## src/hw/rtl/lztd_ram.sv

```systemverilog
// ----------------------------------------------------------------------------
// lztd_ram
// Generic single-clock RAM: one write port, one read port, registered read.
// ----------------------------------------------------------------------------
module lztd_ram #(
  parameter int WIDTH = 8,
  parameter int DEPTH = 256
) (
  input  logic                     clk,
  input  logic                     we,
  input  logic [$clog2(DEPTH)-1:0] waddr,
  input  logic [WIDTH-1:0]         wdata,
  input  logic                     re,
  input  logic [$clog2(DEPTH)-1:0] raddr,
  output logic [WIDTH-1:0]         rdata
);

  logic [WIDTH-1:0] mem [DEPTH];
  logic [WIDTH-1:0] rdata_r;

  always_ff @(posedge clk) begin
    if (we) begin
      mem[waddr] <= wdata;
    end
    if (re) begin
      rdata_r <= mem[raddr];
    end
  end

  assign rdata = rdata_r;

endmodule

```

## config.mk

```make
export PLATFORM = sky130hd
export DESIGN_NAME = lztd_ram
export DESIGN_NICKNAME = d
export VERILOG_FILES = /design/src/hw/rtl/lztd_ram.sv
export SDC_FILE = /design/constraint.sdc
export NUM_CORES = 2
export LEC_CHECK = 0
export BUFFER_PORTS_ARGS = -buffer_cell sky130_fd_sc_hd__buf_2
export CORE_ASPECT_RATIO = 1.1
export CORE_UTILIZATION = 40
export DETAILED_ROUTE_END_ITERATION = 8
export PLACE_DENSITY = 0.61
export SYNTH_ARGS = -nofsm -noshare
export SYNTH_HDL_FRONTEND = slang
export SYNTH_SLANG_ARGS = --single-unit
export TNS_END_PERCENT = 10
```

## constraint.sdc

```tcl
create_clock -name clk -period 4 [get_ports clk]
set_clock_uncertainty 0.1 [all_clocks]
set_input_delay 1 -clock clk [delete_from_list [all_inputs] [get_ports clk]]
set_output_delay 1 -clock clk [all_outputs]
set_load 0.005 [all_outputs]
```

==> impl_table.tex <==
\begin{tabular}{lr}
\hline
Metric & Value \\
\hline
\multicolumn{2}{l}{\textbf{Logic synthesis}} \\
\quad Post-synthesis mux area share & 14.6\% \\
\quad Synth Area in Compound Gates & under 10\% \\
\quad Synth top area share & 77.5\% \\
\quad Cell accounting for the most synthesized area & edfxtp\_1 \\
\quad Post-synthesis register bit count & 2056 \\
\quad Count of mapped cells out of synthesis & about 3.7k \\
\quad Fraction of synthesized cell area in xor and xnor cells & 0\% \\
\quad Yosys synthesis warning count & 0 \\
\quad Fraction of registers with async set/reset & 0\% \\
\quad Area share of fa/ha/maj cells after synthesis & 0\% \\
\quad Mean cell area of the mapped netlist & 21.3 um2 \\
\quad Biggest area contributors in the synthesized netlist & edfxtp\_1 (78\%), mux4\_2 (13\%), mux2i\_1 (1.7\%), nor2\_1 (1.3\%), a22oi\_1 (1.3\%) \\
\quad Combinational family with the most area after synthesis & multiplexers \\
\quad Most used flip-flop cell after synthesis & edfxtp\_1 \\
\quad Number of flops mapped to enable cells by yosys & 2056 \\
\quad Simple-gate share of the synthesized area & 2.63\% \\
\quad Mapped Nets & $\sim$3.8k \\
\quad Share of synthesized area occupied by flip-flops and latches & 77.5\% \\
\quad Count of unique library cells instantiated by Yosys & 54 \\
\quad Summed instance area of the synthesized netlist & 79600 um2 \\
\multicolumn{2}{l}{\textbf{Layout}} \\
\quad Multi-input logic area & approximately 16000 um2 \\
\quad Most common cell after layout, fill and taps aside & edfxtp\_1 \\
\quad Sequential cell area in the final layout & around 62000 um2 \\
\quad Share of the core filled with cells in the final layout & between 40\% and 50\% \\
\quad Share of layout cells above drive strength 1 & roughly 29\% \\
\quad Finished Cell Area & 92400 um2 \\
\quad Number of filler cells placed in the layout & 16.4k \\
\quad Top library cells by usage in the layout, fill and taps aside & edfxtp\_1 (2056), mux4\_2 (454), buf\_4 (452) \\
\quad Nets@finish & between 4k and 5k \\
\quad Signed area change from the synthesized netlist to the final layout & 16.1\% \\
\multicolumn{2}{l}{\textbf{Power and ir drop}} \\
\quad Overall power of the completed layout & 44400 uW \\
\quad Part of the total power dissipated in sequential elements & a little over half \\
\quad Switching power summed over all nets & 9530 uW \\
\quad Int Pwr & 34900 uW \\
\quad Max VDD drop & 331 uV \\
\quad P\_leak & 0.0293 uW \\
\quad Switching part of the total & between 20\% and 30\% \\
\quad Total power divided by cell area & 480 nW/um2 \\
\quad Part of the total power dissipated in combinational logic & 5.1\% \\
\quad Part of the power in the clock network & 41.3\% \\
\multicolumn{2}{l}{\textbf{Timing}} \\
\quad Total count of max-transition violations in the final report & 0 \\
\quad Peak Freq & 0.288 GHz \\
\quad Number of setup violations in the final report & 0 \\
\quad Worst max-slew margin expressed relative to the limit & approximately 36\% \\
\quad Crit path time final & 3.48 ns \\
\quad Transition time of the tightest slew-check pin & 0.961 ns \\
\quad Total count of hold-check failures in the final report & 0 \\
\quad Setup repair after global routing missed its margin & no \\
\quad Part of the cycle the worst path needs & between 80\% and 90\% \\
\quad Final hold slack & approximately 0.45 ns \\
\multicolumn{2}{l}{\textbf{Floorplanning}} \\
\quad Horizontal die dimension & 427 um \\
\quad Core Box Area & 198000 um2 \\
\quad Area enclosed by the die boundary & 201000 um2 \\
\quad Die Y & 470 um \\
\quad Starting density of the core & $\sim$40\% \\
\quad FP Rows & 171 \\
\quad I/O Pins & 35 \\
\multicolumn{2}{l}{\textbf{Clock network}} \\
\quad Longest Clk Path Bufs & 3 \\
\quad Total clock buffers created by CTS & 203 \\
\quad Sinks on Clock Net & 2056 \\
\quad TritonCTS clock tree & yes \\
\quad Worst-path clk slew & 0.06 ns \\
\quad Total of hold buffers inserted after clock tree synthesis & 0 \\
\quad Post-cts repair resize count & 0 \\
\quad Root buffer cell & clkbuf\_16 \\
\quad Postcts setup bufs & 0 \\
\quad Number of H-tree branching levels & 4 \\
\quad Worst skew pair latency & 0.85 ns \\
\multicolumn{2}{l}{\textbf{Worst hold path}} \\
\quad Worst Hold Class & input port to flop \\
\quad Hold\_sp & re \\
\multicolumn{2}{l}{\textbf{Worst setup path}} \\
\quad Reg2reg setup slack & 0.95 ns \\
\quad Launch point of the worst path & raddr[0] \\
\quad Setup CP Type & input port to flop \\
\quad CP Data Arrival Time & 3.96 ns \\
\quad Type of origin of the critical path & input port \\
\quad Data required time of the worst path & about 4.5 ns \\
\quad Startpoint of the most critical register-to-register path & mem[84][4] \\
\quad Maximum fanout encountered on the critical timing path & 29 \\
\quad Category of the worst setup path capture point & flop \\
\multicolumn{2}{l}{\textbf{Global routing}} \\
\quad Total congestion overflow & 0 \\
\quad Global-route usage over all layers & 20.2\% \\
\quad Met2 layer usage reported by global route & 33.1\% \\
\quad Number of antenna violations at the first check in global routing & 8 \\
\quad Met1 demand-to-capacity share in global routing & around 28\% \\
\quad Busiest metal layer after global routing & met2 \\
\quad Vias in the first global route & 40.5k \\
\quad Maximum number of pins on one net before global-route repair & 115 \\
\quad Wire length of the first global-routing pass & $\sim$290000 um \\
\quad Met3 GRT Util & 3.06\% \\
\multicolumn{2}{l}{\textbf{Detailed routing}} \\
\quad 1st-iter DRT viols & about 4.5k \\
\quad Routed wire length & 203000 um \\
\quad Remaining routing DRC violations & 0 \\
\quad Detailed-route vias per instance & 5.69 \\
\quad Number of vias after detailed routing & $\sim$40k \\
\quad Number of optimization iterations in the first detailed-route pass & 5 \\
\quad Routed wirelength normalized by instance count & 28.9 um \\
\quad Antenna-violating nets left & 0 \\
\multicolumn{2}{l}{\textbf{Status}} \\
\quad Result of the run & complete, no violations \\
\multicolumn{2}{l}{\textbf{Flow run}} \\
\quad Maxcap violations & 0 \\
\multicolumn{2}{l}{\textbf{Placement}} \\
\quad Dpl hpwl & 128000 um \\
\quad Routability Congestion & about 0.84 \\
\quad Port Buffers & 34 \\
\quad Post-DP Area & 86100 um2 \\
\hline
\end{tabular}
layer usage:
| metal | part of all wire, % | wire, um | vias to the layer above |
|---|---|---|---|
| met2 | 50 | 101000 | 1577 |
| met3 | 6.5 | 13200 | 302 |
| met1 | 41 | 82800 | 21300 |
| li1 | - | - | 16700 |
| met4 | 2.8 | 5770 | 0 |
| met5 | 0 | 0 | - |
flip-flops by register name, summed over array words and instances (netlist names):
| signal | flops |
|---|---|
| mem | 2048 |
| rdata | 8 |
power by group through the flow:
| stage | Sequential, uW | Combinational, uW | Clock (uW) |
|---|---|---|---|
| final | 23800 | 2280 | 18300 |
| after global routing | 23800 | 2400 | 19400 |
| after CTS | 23800 | 2310 | 18600 |
| after detailed placement | 24200 | 2300 | 0 |
| after global placement | 24200 | 2280 | 0 |
| after floorplan | 24200 | 1150 | 0 |
logic make-up after synthesis:
logic type	after synthesis
buf+inv	235
flops	2056
simple gates	466
compound gates	385
mux	591
layout make-up:
| class | instances | share of cell area [%] |
|---|---|---|
| multi-input cells | 1442 | 17.8 |
| clock inverters | 132 | 1.13 |
| clock buffers | 246 | 5.76 |
| diodes | 6 | 0.0162 |
| repair buffers | 530 | 4.95 |
| well taps | 2595 | 3.51 |
| inverters | 2 | 0.00812 |
| flip-flops and latches | 2056 | 66.8 |
Yosys cell counts, drive strengths merged (2+ instances only):
cell type     n
nand4        10
buf         122
a221oi       14
nand2        33
edfxtp     2056
nand2b        8
a211oi       16
nor2        282
o32ai         5
a22o          8
o221ai       47
a22oi       133
o22ai        28
and3b         2
mux2i       134
nand3b        2
o21ai        12
a31oi         2
nor2b        31
nand3        34
clkbuf      111
or2           4
mux4        456
a2111oi       5
o22a          5
a311oi        2
nor3         22
nor4         27
a21oi        96
and2          6
o211ai       10
worst max-delay path, stage by stage:
cell and delay, ns:
buf_8 0.30, buf_12 0.30, mux4_2 0.53, nor2b_1 0.16, a211oi_1 0.45, nor2_1 0.10
nor4_1 0.72, buf_4 0.27, nor4_1 0.06
worst paths after layout:
path,end,cells past startpoint
worst max register to register,rdata[4],6
worst max-delay path,rdata[4],9
worst min register to register,rdata[5],5
worst min-delay path,rdata[4],1
metrics by stage:
step / setup WS, ns / cells / TNS, ns
after floorplan: 0.824 / 3733 / 0
after global placement: -0.459 / 6625 / -2.44
after detailed placement: -0.469 / 6625 / -2.38
after CTS: 0.440 / 7003 / 0
after global routing: 0.437 / 7006 / 0
final: 0.525 / 7009 / 0
Note: power is estimated with default switching activity, not from simulation.
