**src/hw/rtl/lztd_pkg.sv**
```systemverilog
// ----------------------------------------------------------------------------
// lztd_pkg
// Shared types and constants for the LZ77 token decompressor.
// ----------------------------------------------------------------------------
package lztd_pkg;

  localparam int WIN_DEPTH  = 32768;
  localparam int WIN_AW     = $clog2(WIN_DEPTH);
  localparam int PROD_W     = $clog2(WIN_DEPTH + 1);
  localparam int PTR_W      = 16;
  localparam int BYTE_W     = 8;
  localparam int LB_W       = 3;
  localparam int LEN_W      = 5;
  localparam int FIFO_DEPTH = 2;

  localparam logic [LB_W-1:0] LB_RESET = 3'd3;
  localparam logic [LB_W-1:0] LB_MIN   = 3'd1;
  localparam logic [LB_W-1:0] LB_MAX   = 3'd5;

  // Where the byte of an issued slot comes from once it reaches the write stage
  typedef enum logic [1:0] {
    SRC_RAM  = 2'd0,
    SRC_PREV = 2'd1,
    SRC_ZERO = 2'd2,
    SRC_LIT  = 2'd3
  } src_t;

  typedef struct packed {
    src_t              src;
    logic              last;
    logic              bad;
    logic [BYTE_W-1:0] lit;
    logic [WIN_AW-1:0] waddr;
  } issue_t;

  typedef struct packed {
    logic [BYTE_W-1:0] data;
    logic              last;
    logic              bad;
  } out_item_t;

endpackage

```
**src/hw/rtl/lztd_seq.sv**
```systemverilog
// ----------------------------------------------------------------------------
// lztd_seq
// Token sequencer: decodes a token, then issues one window slot per cycle while can_issue allows.
// ----------------------------------------------------------------------------
module lztd_seq
  import lztd_pkg::*;
(
  input  logic              clk,
  input  logic              rst_n,
  input  logic              cfg_we,
  input  logic [LB_W-1:0]   cfg_lb,
  input  logic              tok_valid,
  output logic              tok_ready,
  input  logic [PTR_W-1:0]  tok_ptr,
  input  logic [BYTE_W-1:0] tok_lit,
  input  logic              can_issue,
  output logic              issue_valid,
  output issue_t            issue_item,
  output logic              rd_en,
  output logic [WIN_AW-1:0] rd_addr
);

  typedef enum logic [1:0] {
    S_IDLE,
    S_COPY,
    S_LIT
  } state_t;

  localparam int DW = PTR_W - 1;

  state_t             state_r, state_nxt;
  logic [LB_W-1:0]    lb_r;
  logic [LB_W-1:0]    lb_c;
  logic [DW-1:0]      dist_w;
  logic [LEN_W-1:0]   lenm1_w;
  logic               bad_w;
  logic [DW-1:0]      dist_r, dist_nxt;
  logic [LEN_W-1:0]   cnt_r, cnt_nxt;
  logic               bad_r, bad_nxt;
  logic [BYTE_W-1:0]  lit_r, lit_nxt;
  logic [WIN_AW-1:0]  wp_r, wp_nxt;
  logic [PROD_W-1:0]  prod_r, prod_nxt;
  logic               fire;
  logic [PROD_W:0]    back_sum;
  logic [PROD_W:0]    back_fix;

  // clamp the length field width to its meaningful range
  always_comb begin
    lb_c = lb_r;
    if (lb_r < LB_MIN) begin
      lb_c = LB_MIN;
    end else if (lb_r > LB_MAX) begin
      lb_c = LB_MAX;
    end
  end

  assign dist_w  = DW'(tok_ptr >> lb_c);
  assign lenm1_w = LEN_W'(tok_ptr & ((PTR_W'(1) << lb_c) - PTR_W'(1)));
  assign bad_w   = (PROD_W'(dist_w) > prod_r);

  // read slot: (wp - dist) modulo the window depth
  assign back_sum = (PROD_W+1)'(wp_r) + (PROD_W+1)'(WIN_DEPTH) - (PROD_W+1)'(dist_r);
  assign back_fix = (back_sum >= (PROD_W+1)'(WIN_DEPTH)) ?
                    back_sum - (PROD_W+1)'(WIN_DEPTH) : back_sum;
  assign rd_addr  = back_fix[WIN_AW-1:0];

  assign tok_ready   = (state_r == S_IDLE);
  assign fire        = can_issue && (state_r != S_IDLE);
  assign issue_valid = fire;
  assign rd_en       = fire && (state_r == S_COPY);

  always_comb begin
    issue_item       = '0;
    issue_item.bad   = bad_r;
    issue_item.lit   = lit_r;
    issue_item.waddr = wp_r;
    if (state_r == S_LIT) begin
      issue_item.src  = SRC_LIT;
      issue_item.last = 1'b1;
    end else if (bad_r) begin
      issue_item.src = SRC_ZERO;
    end else if (dist_r == DW'(1)) begin
      issue_item.src = SRC_PREV;
    end else begin
      issue_item.src = SRC_RAM;
    end
  end

  always_comb begin
    state_nxt = state_r;
    dist_nxt  = dist_r;
    cnt_nxt   = cnt_r;
    bad_nxt   = bad_r;
    lit_nxt   = lit_r;
    wp_nxt    = wp_r;
    prod_nxt  = prod_r;
    unique case (state_r)
      S_IDLE: begin
        if (tok_valid) begin
          dist_nxt  = dist_w;
          cnt_nxt   = lenm1_w;
          bad_nxt   = bad_w;
          lit_nxt   = tok_lit;
          state_nxt = (dist_w != '0) ? S_COPY : S_LIT;
        end
      end
      S_COPY: begin
        if (fire) begin
          cnt_nxt = cnt_r - 1'b1;
          if (cnt_r == '0) begin
            state_nxt = S_LIT;
          end
        end
      end
      S_LIT: begin
        if (fire) begin
          state_nxt = S_IDLE;
        end
      end
      default: begin
        state_nxt = S_IDLE;
      end
    endcase
    if (fire) begin
      wp_nxt = (wp_r == WIN_AW'(WIN_DEPTH - 1)) ? '0 : wp_r + 1'b1;
      if (prod_r != PROD_W'(WIN_DEPTH)) begin
        prod_nxt = prod_r + 1'b1;
      end
    end
  end

  always_ff @(posedge clk) begin
    if (!rst_n) begin
      state_r <= S_IDLE;
      wp_r    <= '0;
      prod_r  <= '0;
      lb_r    <= LB_RESET;
    end else begin
      state_r <= state_nxt;
      wp_r    <= wp_nxt;
      prod_r  <= prod_nxt;
      if (cfg_we) begin
        lb_r <= cfg_lb;
      end
    end
    dist_r <= dist_nxt;
    cnt_r  <= cnt_nxt;
    bad_r  <= bad_nxt;
    lit_r  <= lit_nxt;
  end

endmodule

```
**config.mk**
```make
export PLATFORM = sky130hd
export DESIGN_NAME = lztd_seq
export DESIGN_NICKNAME = d
export VERILOG_FILES = /design/src/hw/rtl/lztd_pkg.sv /design/src/hw/rtl/lztd_seq.sv
export SDC_FILE = /design/constraint.sdc
export NUM_CORES = 1
export LEC_CHECK = 0
export BUFFER_PORTS_ARGS = -buffer_cell sky130_fd_sc_hd__buf_2
export CORE_ASPECT_RATIO = 1.75
export CORE_MARGIN = 1.5
export CORE_UTILIZATION = 35
export CTS_BUF_LIST = sky130_fd_sc_hd__clkbuf_4 sky130_fd_sc_hd__clkbuf_8
export DETAILED_ROUTE_END_ITERATION = 6
export PLACE_DENSITY_LB_ADDON = 0.15
export SLEW_MARGIN = 10
export SYNTH_ARGS = -nofsm -noshare
export SYNTH_HDL_FRONTEND = slang
export SYNTH_SLANG_ARGS = --single-unit
```
**constraint.sdc**
```tcl
create_clock -name clk -period 4 [get_ports clk]
set_input_delay 0.6 -clock clk [delete_from_list [all_inputs] [get_ports clk]]
set_output_delay 0.6 -clock clk [all_outputs]
set_load 0.005 [all_outputs]
```
==> flow_metrics.py <==
metrics = {
    "cts": {
        "clockBufferDepth": 2,
        "htreeDepth": 3,
        "cts_buffers": 9,
        "cts_tree": "yes",
        "cts_root_buf": "clkbuf_8",
        "postCtsSetupRepairBufs": 0,
        "path_clk_slew_ns": 0.09,
        "clock_latency_ns": 0.35,
        "clkSinkCount": 65,
        "hold_buffers": 0,
        "cts_resized": 0,
    },
    "synthesis": {
        "synth_edf_count": 29,
        "yosys.area.top_type": "edfxtp_1",
        "netlist_area_mm2": 0.00464,
        "ys.flop_type": "dfxtp_1",
        "synth_nets": 592,
        "yosys-top-cells-area": "edfxtp_1 19%, dfxtp_1 16%, ha_1 9.2%",
        "synth_cells": 525,
        "yosysWarnings": 0,
        "synth_top_area_share_pct": 18.8,
        "synth.avg_cell_area_um2": 8.83,
        "yosys_register_bits": 65,
        "synthDistinctLibCells": 67,
        "synthArstFlopShare_pct": 0,
        "yosysSeqAreaShare_pct": 34.3,
    },
    "detailed_routing": {
        "drtAntennaViolNets": 0,
        "drcViolationCount": 0,
        "vias_per_cell": 5.24,
        "wl_per_cell_um": 16.3,
        "vias": 4053,
        "drtIter0Drc": 212,
        "wl_mm": 12.6,
        "dr.pass1.iters": 4,
    },
    "critical_path": {
        "start_kind": "register",
        "cp_cell_sequence": "inv_1 -> ha_1 -> fa_1 -> nor2b_1 -> o31a_1 -> o221ai_2 -> a21oi_2 -> nor4_1 -> or3_1 -> buf_2",
        "critPathArrivalTime_ns": 2.79,
        "path_class": "register to output pin",
        "worstSetupEndpointType": "output pin",
        "cp_max_fo": 4,
        "slowest_delay_ns": 0.42,
        "crit_cells": 10,
        "critical-path-top-delay-family": "adder cells",
        "critPathRequiredTime_ns": 3.40,
        "reg2reg_depth": 10,
        "slowest_stage": "fa_1",
        "worstPathBufferInverterCount": 2,
    },
    "cells_and_area": {
        "syn_to_final_growth_pct": 16.2,
        "final.fill_count": 1395,
        "antennaDiodeCount": 0,
        "nNetsFinal": 664,
        "stdcell_area_mm2": 0.00539,
        "drive_above_1_share_pct": 18.1,
    },
    "placed_design": {
        "post_dp_cell_area_mm2": 0.00516,
        "io_buffers": 76,
        "gp_congestion": 0.920,
        "dp_hpwl_mm": 9.98,
    },
    "timing": {
        "worst_pin_slew_ns": 0.948,
        "period_needed_ns": 3.39,
        "clock_skew_ns": 0.0121,
        "hold_slack_ns": 0.426,
        "slew_viol_final": 0,
        "hold_violations": 0,
        "rsz0062_at_grt": "false",
        "setup_violations": 0,
        "fmax_mhz": 295,
        "period_share_pct": 84.8,
        "setup_tns_ns": 0,
        "max-slew-margin-rel_pct": 36.7,
    },
    "die": {
        "ios": 77,
        "start_util_pct": 35.8,
        "die_x_um": 90.0,
        "rows": 55,
        "die-area_mm2": 0.0140,
        "die_h_um": 155,
        "core_mm2": 0.0129,
    },
    "global_route": {
        "first_global_vias": 4004,
        "grt_remaining_overflow": 0,
        "grt_first_pass_wirelength_mm": 20.3,
        "grt_usage_pct": 18.5,
        "antenna_found_initial": 0,
        "grt_max_degree": 34,
    },
    "power": {
        "max-vdd-ir-drop_mv": 0.139,
        "powerDensity_mw_per_mm2": 329,
        "total_leakage_power_nw": 2.25,
    },
    "run_status": {
        "outcome": "complete, no violations",
    },
    "hold_path": {
        "hp-class": "input port to register",
        "min_path_cells": 1,
    },
    "job": {
        "drv_cap": 0,
    },
}
[metal layers]
| layer | wire length, um | GRT usage (%) | vias to the layer above |
|---|---|---|---|
| met5 | 0 | 0 | - |
| met2 | 6950 | 36.2 | 106 |
| met4 | 433 | 8.47 | 0 |
| li1 | - | - | 2052 |
| met1 | 4770 | 18.8 | 1865 |
| met3 | 425 | 2.93 | 30 |
[final cells by class]
class / instances / area (um^2) / area share (%)
clock buffers: 9 / 124 / 2.30
clock inverters: 7 / 103 / 1.90
inverters: 42 / 158 / 2.93
multi-input cells: 399 / 2790 / 51.7
flip-flops and latches: 65 / 1590 / 29.5
well taps: 171 / 214 / 3.97
repair buffers: 80 / 410 / 7.62
[kinds of logic after synthesis]
| group | count (synthesis) | synth area share [%] |
|---|---|---|
| AO/OA/AOI/OAI | 122 | 17.6 |
| XOR/XNOR | 36 | 6.80 |
| adder cells (fa/ha/maj) | 35 | 9.61 |
| buffers and inverters | 61 | 5.56 |
| flip-flops | 65 | 34.3 |
| multiplexers | 19 | 4.29 |
| other | 1 | 0.0809 |
| AND/OR/NAND/NOR | 186 | 21.7 |
[cell usage after synthesis, drive strengths merged (14+ instances only)]
library cell and instances:
and2 14, xnor2 23, o21ai 32, nand2 29
inv 42, nor2 39, edfxtp 29, nand3 16
ha 34, dfxtp 36, mux2i 15, a21oi 27
[placed cells by master, fill, tap and decap left out, types with 9 or more instances in the layout]
cell,count
a21oi_1,26
and2_1,14
buf_2,76
clkbuf_8,9
dfxtp_1,36
edfxtp_1,29
ha_1,34
inv_1,41
mux2i_1,15
nand2_1,29
nand2b_1,10
nand3_1,16
nand4_1,11
nor2_1,39
nor2b_1,13
nor4_1,13
o21a_1,11
o21ai_0,28
or3_1,10
xnor2_1,23
xor2_1,13
[power breakdown]
part           switching, W  internal (W)
Sequential        0.0000294      0.000737
Clock              0.000291      0.000359
Combinational      0.000200      0.000153
Total              0.000521       0.00125
[registers in the layout (all words and copies together) (netlist names)]
name and flops:
wp_r 15, state_r 2, prod_r 16, lb_r 3, bad_r 1, lit_r 8
cnt_r 5, dist_r 15
[path summary, 6_finish.rpt]
| path | start | to | slack, ns |
|---|---|---|---|
| worst max-delay path | wp_r[0] | rd_addr[14] | 0.61 |
| worst min-delay path | tok_lit[5] | lit_r[5] | 0.43 |
| worst max register to register | lb_r[0] | bad_r | 0.87 |
| worst min register to register | prod_r[6] | prod_r[6] | 0.50 |
[per-stage QoR]
step | total power [W] | setup slack [ns] | util [%] | instances
after global placement | 0.00113 | 0.969 | 39.9 | 757
after floorplan | 0.00101 | 1.32 | - | 525
after global routing | 0.00187 | 0.433 | 41.6 | 773
final | 0.00177 | 0.610 | 41.6 | 773
after detailed placement | 0.00114 | 0.881 | 39.9 | 757
after CTS | 0.00179 | 0.584 | 41.6 | 773
Note: power is estimated with default switching activity, not from simulation.
