## src/hw/rtl/lztd_pkg.sv

```systemverilog
// ----------------------------------------------------------------------------
// lztd_pkg
// Shared types and constants for the LZ77 token decompressor.
// ----------------------------------------------------------------------------
package lztd_pkg;

  localparam int WIN_DEPTH  = 32768;
  localparam int WIN_AW     = $clog2(WIN_DEPTH);
  localparam int PROD_W     = $clog2(WIN_DEPTH + 1);
  localparam int PTR_W      = 16;
  localparam int BYTE_W     = 8;
  localparam int LB_W       = 3;
  localparam int LEN_W      = 5;
  localparam int FIFO_DEPTH = 2;

  localparam logic [LB_W-1:0] LB_RESET = 3'd3;
  localparam logic [LB_W-1:0] LB_MIN   = 3'd1;
  localparam logic [LB_W-1:0] LB_MAX   = 3'd5;

  // Where the byte of an issued slot comes from once it reaches the write stage
  typedef enum logic [1:0] {
    SRC_RAM  = 2'd0,
    SRC_PREV = 2'd1,
    SRC_ZERO = 2'd2,
    SRC_LIT  = 2'd3
  } src_t;

  typedef struct packed {
    src_t              src;
    logic              last;
    logic              bad;
    logic [BYTE_W-1:0] lit;
    logic [WIN_AW-1:0] waddr;
  } issue_t;

  typedef struct packed {
    logic [BYTE_W-1:0] data;
    logic              last;
    logic              bad;
  } out_item_t;

endpackage

```

## src/hw/rtl/lztd_fifo.sv

```systemverilog
// ----------------------------------------------------------------------------
// lztd_fifo
// Small output queue that decouples the write stage from the result channel.
// ----------------------------------------------------------------------------
module lztd_fifo
  import lztd_pkg::*;
(
  input  logic                            clk,
  input  logic                            rst_n,
  input  logic                            push,
  input  out_item_t                       push_item,
  input  logic                            pop,
  output out_item_t                       head_item,
  output logic                            not_empty,
  output logic [$clog2(FIFO_DEPTH+1)-1:0] count
);

  localparam int PW = $clog2(FIFO_DEPTH);
  localparam int CW = $clog2(FIFO_DEPTH + 1);

  out_item_t       slot_r [FIFO_DEPTH];
  logic [PW-1:0]   head_r, head_nxt;
  logic [PW-1:0]   tail_r, tail_nxt;
  logic [CW-1:0]   cnt_r, cnt_nxt;

  always_comb begin
    head_nxt = head_r;
    tail_nxt = tail_r;
    cnt_nxt  = cnt_r;
    if (push) begin
      tail_nxt = (tail_r == PW'(FIFO_DEPTH - 1)) ? '0 : tail_r + 1'b1;
    end
    if (pop) begin
      head_nxt = (head_r == PW'(FIFO_DEPTH - 1)) ? '0 : head_r + 1'b1;
    end
    if (push && !pop) begin
      cnt_nxt = cnt_r + 1'b1;
    end else if (pop && !push) begin
      cnt_nxt = cnt_r - 1'b1;
    end
  end

  always_ff @(posedge clk) begin
    if (!rst_n) begin
      head_r <= '0;
      tail_r <= '0;
      cnt_r  <= '0;
    end else begin
      head_r <= head_nxt;
      tail_r <= tail_nxt;
      cnt_r  <= cnt_nxt;
    end
    if (push) begin
      slot_r[tail_r] <= push_item;
    end
  end

  assign head_item = slot_r[head_r];
  assign not_empty = (cnt_r != '0);
  assign count     = cnt_r;

endmodule

```

## config.mk

```make
export PLATFORM = sky130hd
export DESIGN_NAME = lztd_fifo
export DESIGN_NICKNAME = d
export VERILOG_FILES = /design/src/hw/rtl/lztd_pkg.sv /design/src/hw/rtl/lztd_fifo.sv
export SDC_FILE = /design/constraint.sdc
export NUM_CORES = 1
export LEC_CHECK = 0
export ABC_AREA = 1
export ABC_CLOCK_PERIOD_IN_PS = 1000
export BUFFER_PORTS_ARGS = -buffer_cell sky130_fd_sc_hd__buf_4
export CELL_PAD_IN_SITES_DETAIL_PLACEMENT = 1
export CELL_PAD_IN_SITES_GLOBAL_PLACEMENT = 2
export CORE_UTILIZATION = 30
export DETAILED_ROUTE_END_ITERATION = 8
export PLACE_DENSITY = 0.73
export SLEW_MARGIN = 20
export SYNTH_ARGS = -nofsm -noshare
export SYNTH_HDL_FRONTEND = slang
export SYNTH_SLANG_ARGS = --single-unit
```

## constraint.sdc

```tcl
create_clock -name clk -period 1 [get_ports clk]
set_input_delay 0.15 -clock clk [delete_from_list [all_inputs] [get_ports clk]]
set_output_delay 0.15 -clock clk [all_outputs]
set_load 0.05 [all_outputs]
```

==> run summary, run 1 <==
Area contributors post-synth: edfxtp_1, mux2_4, dfxtp_1, nand2_1, inv_1
P per Cell Area: 1510 mW/mm^2
Max incr delay on CP: 0.36 ns
Post-Route WL: 1960 microns
Worst path top cell family by delay: flip-flops
Pleak: 0.000649 uW
Pre-Repair DR Iteration Count: 4
Worst-path cell chain: buf_12 -> mux2_4 -> buf_6
Most used standard cell by instance count after synthesis: edfxtp_1
Register area share after synthesis: 71.1%
RePlAce Congestion: 0.661
Row cnt: 20
Req. time, crit path: 0.85 ns
Clock share of power: 18.4%
Gr usage total: 10.7%
Maximum clock frequency: 703 MHz
Net Count, Synth: 80
DRC violations left: 0
Nets: 126
Commonest cells post-synth: edfxtp_1, mux2_4, nand2_1
Die area: 0.00352 sq mm
CTS sink cnt: 25
Slew Viols, Final: 0
Remaining Overflow, GRT: 0
Mean Syn Cell Area: 15.2 sq um
P_int: 1660 uW
Post-synth top flop: edfxtp_1
Vias in the first global route: 579
Wirelength per Cell: 12.7 microns
Design area: 0.00153 sq mm
Rel. slew slack: 89.1%
Min-Delay Path Class: in -> reg
Maximum fanout along the worst path: 10
Layout cells sized above 1: 50.9%
CP bufs+invs: 2
Fin crit period: 1.42 ns
Largest net degree at the start of global routing: 14
Synth Cell Area: 986 sq um
Worst-case clock buffer depth: 2
Worst setup SP type: flip-flop
Worst EP arrival: 1.27 ns
Chip Height: 59.3 microns
Crit path kind: reg -> out
Area leader, netlist: edfxtp_1
Initial Util: 32.0%
Hold WS: 0.0860 ns
Worst IR Drop VDD: 558 uV
Synth Register Bits: 25
Clk_lat worst skew: 0.30 ns
Post-route insts no fill: 154
Failing checks: negative setup slack
N_diodes: 0
Area delta synth->final: 55.5%
P_sw: 650 uW
Yosys warns: 0
Clock tree from TritonCTS: yes
Critical Path End Type: output pin
Core area: 0.00308 sq mm
Via/cell ratio: 4.14
Outcome: complete, but fails checks
Logic pwr share: 28.5%
Synthesized instance count: 65
Hpwl dp: 1240 microns
DRT antenna net count: 0
Synth cell types: 12
Max Cap Viol: 0
Fillers: 325
Root buffer cell: clkbuf_4
Reg2reg setup slack: 0.05 ns
Clock Pin Slew Worst Setup and Hold Paths: 0.12 ns
H-tree levels: 1
Final hold violation count: 0
Number of flops mapped to enable cells by yosys: 20
Tcrit/Tclk final: 142%
Worst-margin pin slew: 0.163 ns
Worst path slowest cell: dfxtp_2
Placed Cells: 137
Sequential share of power: 53.1%
Horiz. Die Dim: 59.3 microns
Placed Area: 0.00129 sq mm
Initial antenna violation count: 0
PortBufs: 26
Total number of vias: 638
Setup ws final: -0.422 ns
Total I/O pin count: 27
Final Setup Violations: 11
Yosys top cell area share: 60.9%
Switching share of total power: 28.1%
Final Skew: 0.00369 ns
CTS buffer count: 3
Number of DRC markers in iteration 0: 12
RSZ-0062 raised after global routing: yes
Ys async rst share: 0%
Global-route wire length before repair: 2640 microns
-- flip-flops by register name, indices dropped and copies added (netlist names), named ones only --
name	cells
slot_r	20
count	2
head_r	1
tail_r	1
-- power groups by stage --
| stage | clock network, uW | registers (uW) | logic [uW] |
|---|---|---|---|
| after floorplan | 0 | 1270 | 315 |
| after global placement | 0 | 1240 | 520 |
| after detailed placement | 0 | 1240 | 530 |
| after CTS | 454 | 1220 | 607 |
| after global routing | 506 | 1230 | 696 |
| final | 425 | 1220 | 658 |
-- worst reg2reg max path: cells and delay by family, from the launching register on --
family	cells	cell delay [ns]
buf+inv	2	0.17
flops	1	0.40
simple gates	4	0.31
-- logic make-up (layout without fill, tap and decap cells) --
kind of cell | count (synthesis) | after routing | synth area share [%]
AOI/OAI and AO/OA | 2 | 2 | 1.01
DFF | 25 | 25 | 71.1
muxes | 10 | 10 | 15.2
and+or+nand+nor | 18 | 18 | 7.23
adders and majority gates | 1 | 1 | 1.27
buffers and inverters | 9 | 54 | 4.19
-- stage by stage --
stage / total power (uW) / util (%) / TNS (ns) / setup WS, ns
CTS: 2280 / 45.7 / -4.53 / -0.449
global placement: 1760 / 42.0 / -1.23 / -0.133
global route: 2430 / 49.8 / -5.12 / -0.495
detailed placement: 1770 / 42.0 / -1.34 / -0.143
finish: 2310 / 49.8 / -4.26 / -0.422
floorplan: 1580 / - / 0 / 0.000686
-- placed cells by master (no fill, tap or decap) --
cell type      synthesis  final
inv_1                  8      5
a21oi_1                1      1
inv_4                  0      1
dlygate4sd3_1          0     10
edfxtp_1              20     20
nand2_1                9      7
buf_12                 0      3
nand4_1                1      1
nand3_2                0      1
inv_2                  0      2
dfxtp_2                0      2
clkbuf_4               0      3
clkbuf_1               0      1
nor2_2                 0      1
buf_8                  0      3
mux2_4                10     10
o21ai_0                1      1
buf_4                  0     15
dfxtp_4                0      2
nor2_1                 7      6
buf_6                  1     11
dfxtp_1                5      1
nand2_4                0      2
ha_1                   1      1
-- per-layer routing --
layer  global-route usage, %  share of wire [%]  wire, microns  vias up
met3                    3.28                4.8             95        2
met4                    4.08               0.82             16        0
li1                        -                  -              -      318
met1                    12.8                 39            757      295
met5                       0                  0              0        -
met2                    18.0                 56           1090       23
-- what timing repair did --
item                                    in CTS  in global routing
gates resized for setup                     20                  9
setup buffers                                3                  0
hold buffers                                 0                 10
pin swaps                                    1                  1
hold endpoints to repair                     0                 19
endpoints found under the setup margin      13                 24
-- final cells by class --
type / instances / area (sq um) / area share (%)
Sequential cell: 25 / 711 / 46.4
Timing Repair Buffer: 42 / 442 / 28.8
Multi-Input combinational cell: 31 / 267 / 17.4
Tap cell: 44 / 55.1 / 3.59
Inverter: 8 / 32.5 / 2.12
Clock buffer: 4 / 26.3 / 1.71
-- final timing paths --
kind,end,from,cells after the start
hold reg to reg,head_r$_SDFFE_PN0P_,head_r$_SDFFE_PN0P_,2
setup reg to reg,count[1]$_SDFFE_PN0P_,count[0]$_SDFFE_PN0P_,6
hold / removal,head_r$_SDFFE_PN0P_,pop,3
setup / recovery,head_item[7],flip-flop,3
No activity file was read; power rests on OpenSTA's default activity.
==> run 2, diff against run 1 <==
--- a/config.mk
+++ b/config.mk
@@ -10,6 +10,7 @@
 export BUFFER_PORTS_ARGS = -buffer_cell sky130_fd_sc_hd__buf_4
 export CELL_PAD_IN_SITES_DETAIL_PLACEMENT = 1
 export CELL_PAD_IN_SITES_GLOBAL_PLACEMENT = 2
+export CORE_ASPECT_RATIO = 0.75
 export CORE_UTILIZATION = 30
 export DETAILED_ROUTE_END_ITERATION = 8
 export PLACE_DENSITY = 0.73
==> run 2 against run 1 <==
  * The run still ends with negative setup slack left
  * Register-to-register slack better by 0.02 ns
  * Non-clock buffer count down 10
  * Highest routed layer unchanged
  * Final area fell by 10%
  * Sequential share of layout area up 4.8 points
  * Die area hardly changed
  * Via count decreased by 9.1%
==> run summary, run 2 (same netlist as run 1, synthesis figures left out) <==
Final Setup Violations: 11 (unchanged)
Initial Util: 32.4% (+0.38 points)
Maximum clock frequency: 735 MHz (+4.5%)
Root buffer cell: clkbuf_8
Worst-margin pin slew: 0.140 ns (-0.0228 ns)
DRC violations left: 0 (unchanged)
Tcrit/Tclk final: 136% (-6.2 points)
Critical Path End Type: output pin
Total I/O pin count: 27 (unchanged)
PortBufs: 26 (unchanged)
Worst EP arrival: 1.21 ns (-0.06 ns)
Fillers: 312 (-4.0%)
CP bufs+invs: 2 (unchanged)
Largest Register: slot_r
Worst-path cell chain: buf_12 -> mux2_4 -> buf_6
Hold buffer count at cts: 0 (unchanged)
Setup ws final: -0.360 ns (+0.0616 ns)
Gr usage total: 11.2% (+0.52 points)
Total chip power: 2370 uW (+2.6%)
Post-Route WL: 1690 microns (-14%)
Max Cap Viol: 0 (unchanged)
Setup_tns: -3.60 ns (+0.659 ns)
Initial antenna violation count: 0 (unchanged)
Total number of vias: 580 (-9.1%)
Crit path kind: reg -> out
Most common cell after layout, fill and taps aside: edfxtp_1
Nets: 116 (-7.9%)
Slew Viols, Final: 0 (unchanged)
CTS sink cnt: 25 (unchanged)
Area delta synth->final: 40.0%
Pre-Repair DR Iteration Count: 3 (-1)
DRT antenna net count: 0 (unchanged)
Final hold violation count: 0 (unchanged)
Via/cell ratio: 4.20 (+1.4%)
Global-route wire length before repair: 2700 microns (+2.3%)
Worst path slowest cell: dfxtp_2
Rel. slew slack: 90.5% (+1.4 points)
Hold WS: 0.0637 ns (-0.0223 ns)
H-tree levels: 1 (unchanged)
Clk_lat worst skew: 0.26 ns (-0.04 ns)
RSZ-0062 raised after global routing: yes
Worst-case clock buffer depth: 2 (unchanged)
Vias in the first global route: 611 (+5.5%)
Chip Height: 51.6 microns (-13%)
Clock tree from TritonCTS: yes
Number of DRC markers in iteration 0: 12 (unchanged)
Worst path top cell family by delay: flip-flops
Remaining Overflow, GRT: 0 (unchanged)
Hpwl dp: 1310 microns (+5.5%)
Layout cells sized above 1: 54.0% (+3.1 points)
Core area: 0.00304 sq mm (-1.2%)
Outcome: complete, but fails checks
Req. time, crit path: 0.85 ns (about the same)
CTS buffer count: 3 (unchanged)
Storage element area: 706 sq um (-0.70%)
Final Skew: 0.00585 ns (+0.00216 ns)
Reg2reg setup slack: 0.07 ns (+0.02 ns)
Multi-input gate area: 249 sq um (-6.6%)
Pleak: 0.000599 uW (-7.8%)
Wirelength per Cell: 12.2 microns (-3.8%)
Largest net degree at the start of global routing: 15 (+1)
Row cnt: 17 (-15%)
P per Cell Area: 1720 mW/mm^2 (+14%)
Commonest non-fill, non-tap cells in the layout: edfxtp_1, buf_4, buf_6
Largest register FFs: 20 (unchanged)
Clock Pin Slew Worst Setup and Hold Paths: 0.09 ns (-0.03 ns)
Min-Delay Path Class: in -> reg
Worst IR Drop VDD: 844 uV (+51%)
N_diodes: 0 (unchanged)
Horiz. Die Dim: 68.2 microns (+15%)
Failing checks: negative setup slack
Maximum fanout along the worst path: 10 (unchanged)
Max incr delay on CP: 0.34 ns (-0.02 ns)
Fin crit period: 1.36 ns (-0.0616 ns)
RePlAce Congestion: 0.744 (+13%)
Die area: 0.00352 sq mm (about the same)
Worst setup SP type: flip-flop
[run 2: cell types whose count changed in the layout (fill, tap and decap cells not counted), sizes merged]
cell,change
clkbuf,-1
dlygate4sd3,-10
clkinv,+1
[run 2: worst register-to-register path, stage by stage (launching register included)]
cell and delay [ns]:
dfxtp_2 0.35, nand2_1 0.07, inv_1 0.08, buf_4 0.15
[run 2: metal layers]
layer  share of wire, %  vias up  GRT usage, %
met4                1.5        0          5.21
met3                2.8        2          3.95
met1                 39      276          11.1
met5                  0        -             0
li1                   -      293             -
met2                 56        9          20.6
[run 2: power breakdown]
part	internal, uW	switching [uW]	leakage, uW
Combinational	246	323	0.000343
Clock	278	302	0.0000255
Sequential	1190	26.7	0.000230
Total	1720	651	0.000599
[run 2: stage by stage]
stage	area (sq um)	utilization (%)	worst slack (ns)	std cells
2_1_floorplan	993	-	0.000686	65
3_3_place_gp	1270	41.9	-0.129	133
3_5_place_dp	1270	41.9	-0.136	133
4_1_cts	1380	45.2	-0.372	138
5_1_grt	1380	45.4	-0.406	138
6_report	1380	45.4	-0.360	138
[run 2: final timing paths]
path                                          start                endpoint  depth (start not counted)
worst min register to register  tail_r$_SDFFE_PN0P_     tail_r$_SDFFE_PN0P_                          2
worst min-delay path                   push_item[9]  slot_r[1][9]$_DFFE_PP_                          1
worst max register to register  tail_r$_SDFFE_PN0P_  slot_r[1][7]$_DFFE_PP_                          3
worst max-delay path                      flip-flop            head_item[7]                          3
[run 2: final cells by class]
cell class | count | area share [%]
Sequential cell | 25 | 51.1
Clock buffer | 3 | 2.99
Multi-Input combinational cell | 31 | 18.0
Inverter | 8 | 2.18
Tap cell | 38 | 3.45
Clock inverter | 1 | 0.363
Timing Repair Buffer | 32 | 21.8
[run 2: timing repair]
action | in CTS | in global routing
gates resized for setup | 15 | 2
buffers inserted | 1 | 0
setup endpoints to repair | 11 | 22
==> run 3, diff against run 2 <==
--- a/config.mk
+++ b/config.mk
@@ -6,7 +6,7 @@
 export NUM_CORES = 1
 export LEC_CHECK = 0
 export ABC_AREA = 1
-export ABC_CLOCK_PERIOD_IN_PS = 1000
+export ABC_CLOCK_PERIOD_IN_PS = 1200
 export BUFFER_PORTS_ARGS = -buffer_cell sky130_fd_sc_hd__buf_4
 export CELL_PAD_IN_SITES_DETAIL_PLACEMENT = 1
 export CELL_PAD_IN_SITES_GLOBAL_PLACEMENT = 2
==> constraint.sdc (replaced) <==
create_clock -name clk -period 1.2 [get_ports clk]
set_input_delay 0.18 -clock clk [delete_from_list [all_inputs] [get_ports clk]]
set_output_delay 0.18 -clock clk [all_outputs]
set_load 0.05 [all_outputs]
==> run 3 against run 2 <==
  * The run still ends with negative setup slack left
  * Clock-buffer cell count is the same
  * Utilization fell by 0.25 points
  * Via count is 2.2% higher
  * Global-route usage grew 0.15 points
  * Register-to-register slack improved by 0.19 ns
  * Non-clock buffer count grew 1
  * Critical path depth unchanged
==> run summary, run 3 (same netlist as run 1, synthesis figures left out) <==
Post-route insts no fill: 139 (+0.72%)
Vias in the first global route: 624 (+2.1%)
Commonest non-fill, non-tap cells in the layout: buf_4, edfxtp_1, buf_6
H-tree levels: 1 (unchanged)
Hold WS: 0.0934 ns (+0.0297 ns)
Min-Delay Path Class: in -> reg
DRC violations left: 0 (unchanged)
Die area: 0.00352 sq mm (unchanged)
DRT antenna net count: 0 (unchanged)
Crit path kind: reg -> out
Outcome: complete, but fails checks
Worst path slowest cell: dfxtp_4
Req. time, crit path: 1.02 ns (+0.17 ns)
Total number of vias: 593 (+2.2%)
CTS buffer count: 3 (unchanged)
Total I/O pin count: 27 (unchanged)
Final hold violation count: 0 (unchanged)
Hpwl dp: 1400 microns (+7.2%)
Clock Pin Slew Worst Setup and Hold Paths: 0.08 ns (about the same)
Design area: 0.00137 sq mm (-0.54%)
Remaining Overflow, GRT: 0 (unchanged)
Worst IR Drop VDD: 737 uV (-13%)
Root buffer cell: clkbuf_8
Hold buffer count at cts: 0 (unchanged)
Worst-path cell chain: buf_6 -> mux2_4 -> buf_6
Largest Register: slot_r
Fillers: 331 (+6.1%)
Core area: 0.00304 sq mm (unchanged)
Clock tree from TritonCTS: yes
RSZ-0062 raised after global routing: yes
Worst EP arrival: 1.22 ns (about the same)
Placed Cells: 135 (+1.5%)
Setup ws final: -0.199 ns (+0.161 ns)
Global-route wire length before repair: 2760 microns (+2.1%)
Failing checks: negative setup slack
Largest register FFs: 20 (unchanged)
Worst-margin pin slew: 0.137 ns (-0.00339 ns)
P per Cell Area: 1420 mW/mm^2 (-17%)
Tcrit/Tclk final: 117%
Critical Path End Type: output pin
Nets: 117 (+0.86%)
Pre-CTS WS: 0.0121 ns (+0.148 ns)
Number of DRC markers in iteration 0: 3 (-9)
Wirelength per Cell: 12.3 microns (+0.63%)
Post-Route WL: 1710 microns (+1.4%)
Most repeated library cell on the critical path: buf_6
Max incr delay on CP: 0.38 ns (+0.04 ns)
Largest net degree at the start of global routing: 15 (unchanged)
Worst-case clock buffer depth: 2 (unchanged)
Initial Util: 32.4% (unchanged)
Storage element area: 706 sq um (unchanged)
Clk_lat worst skew: 0.27 ns (about the same)
Placed Area: 0.00127 sq mm (about the same)
Initial antenna violation count: 0 (unchanged)
Layout cells sized above 1: 50.5% (-3.5 points)
Max Cap Viol: 0 (unchanged)
Final Setup Violations: 10 (-1)
Maximum fanout along the worst path: 4 (-6)
Horiz. Die Dim: 68.2 microns (unchanged)
Slew Viols, Final: 0 (unchanged)
CTS sink cnt: 25 (unchanged)
RePlAce Congestion: 0.714 (-4.0%)
Via/cell ratio: 4.27 (+1.5%)
Rel. slew slack: 90.8% (+0.23 points)
Chip Height: 51.6 microns (unchanged)
Pleak: 0.000600 uW (+0.25%)
Pre-Repair DR Iteration Count: 2 (-1)
Worst setup SP type: flip-flop
Area delta synth->final: 39.2%
Gr usage total: 11.4% (+0.15 points)
Multi-input gate area: 246 sq um (-1.0%)
Maximum clock frequency: 715 MHz
PortBufs: 26 (unchanged)
N_diodes: 0 (unchanged)
Final Skew: 0.00350 ns (-0.00235 ns)
Fin crit period: 1.40 ns
Row cnt: 17 (unchanged)
[run 3: area by class of cell]
type,count,area share (%)
multi-input cells,31,18.0
inverters,8,2.19
well taps,38,3.46
clock inverters,1,0.365
clock buffers,3,3.01
repair buffers,33,21.6
flip-flops and latches,25,51.4
[run 3: repair_timing]
| action | in CTS | in global routing |
|---|---|---|
| endpoints found under the setup margin | 10 | 11 |
| buffers inserted | 0 | 0 |
| resized for setup | 15 | 1 |
[run 3: path summary, 6_finish.rpt]
kind / depth (start not counted) / to / start / slack (ns)
worst max register to register: 3 / slot_r[1][6]$_DFFE_PP_ / tail_r$_SDFFE_PN0P_ / 0.26
worst min register to register: 2 / count[0]$_SDFFE_PN0P_ / count[0]$_SDFFE_PN0P_ / 0.51
worst max-delay path: 3 / head_item[6] / flip-flop / -0.20
worst min-delay path: 1 / slot_r[1][2]$_DFFE_PP_ / push_item[2] / 0.09
[run 3: where the power goes]
group	leakage, uW	internal, uW	switching (uW)
Clock	0.0000255	232	247
Combinational	0.000345	193	265
Sequential	0.000230	992	22.3
Total	0.000600	1420	535
[run 3: per-layer routing]
layer / GRT usage [%] / vias up / wire (microns)
met2: 20.8 / 13 / 910
met5: 0 / - / 0
met1: 11.9 / 280 / 698
met3: 4.61 / 2 / 91
li1: - / 298 / -
met4: 3.13 / 0 / 13
[run 3: metrics by stage]
step                utilization [%]  TNS [ns]  total power (uW)
floorplan                         -         0              1320
detailed placement             41.9         0              1470
finish                         45.1     -1.92              1950
global route                   45.1     -2.48              2050
CTS                            45.1     -2.14              1990
global placement               41.9         0              1460
[run 3: worst max-delay path: cells and delay by family (launching register included)]
family	cells	cell delay, ns
DFF	1	0.38
muxes	1	0.30
buffers and inverters	2	0.27
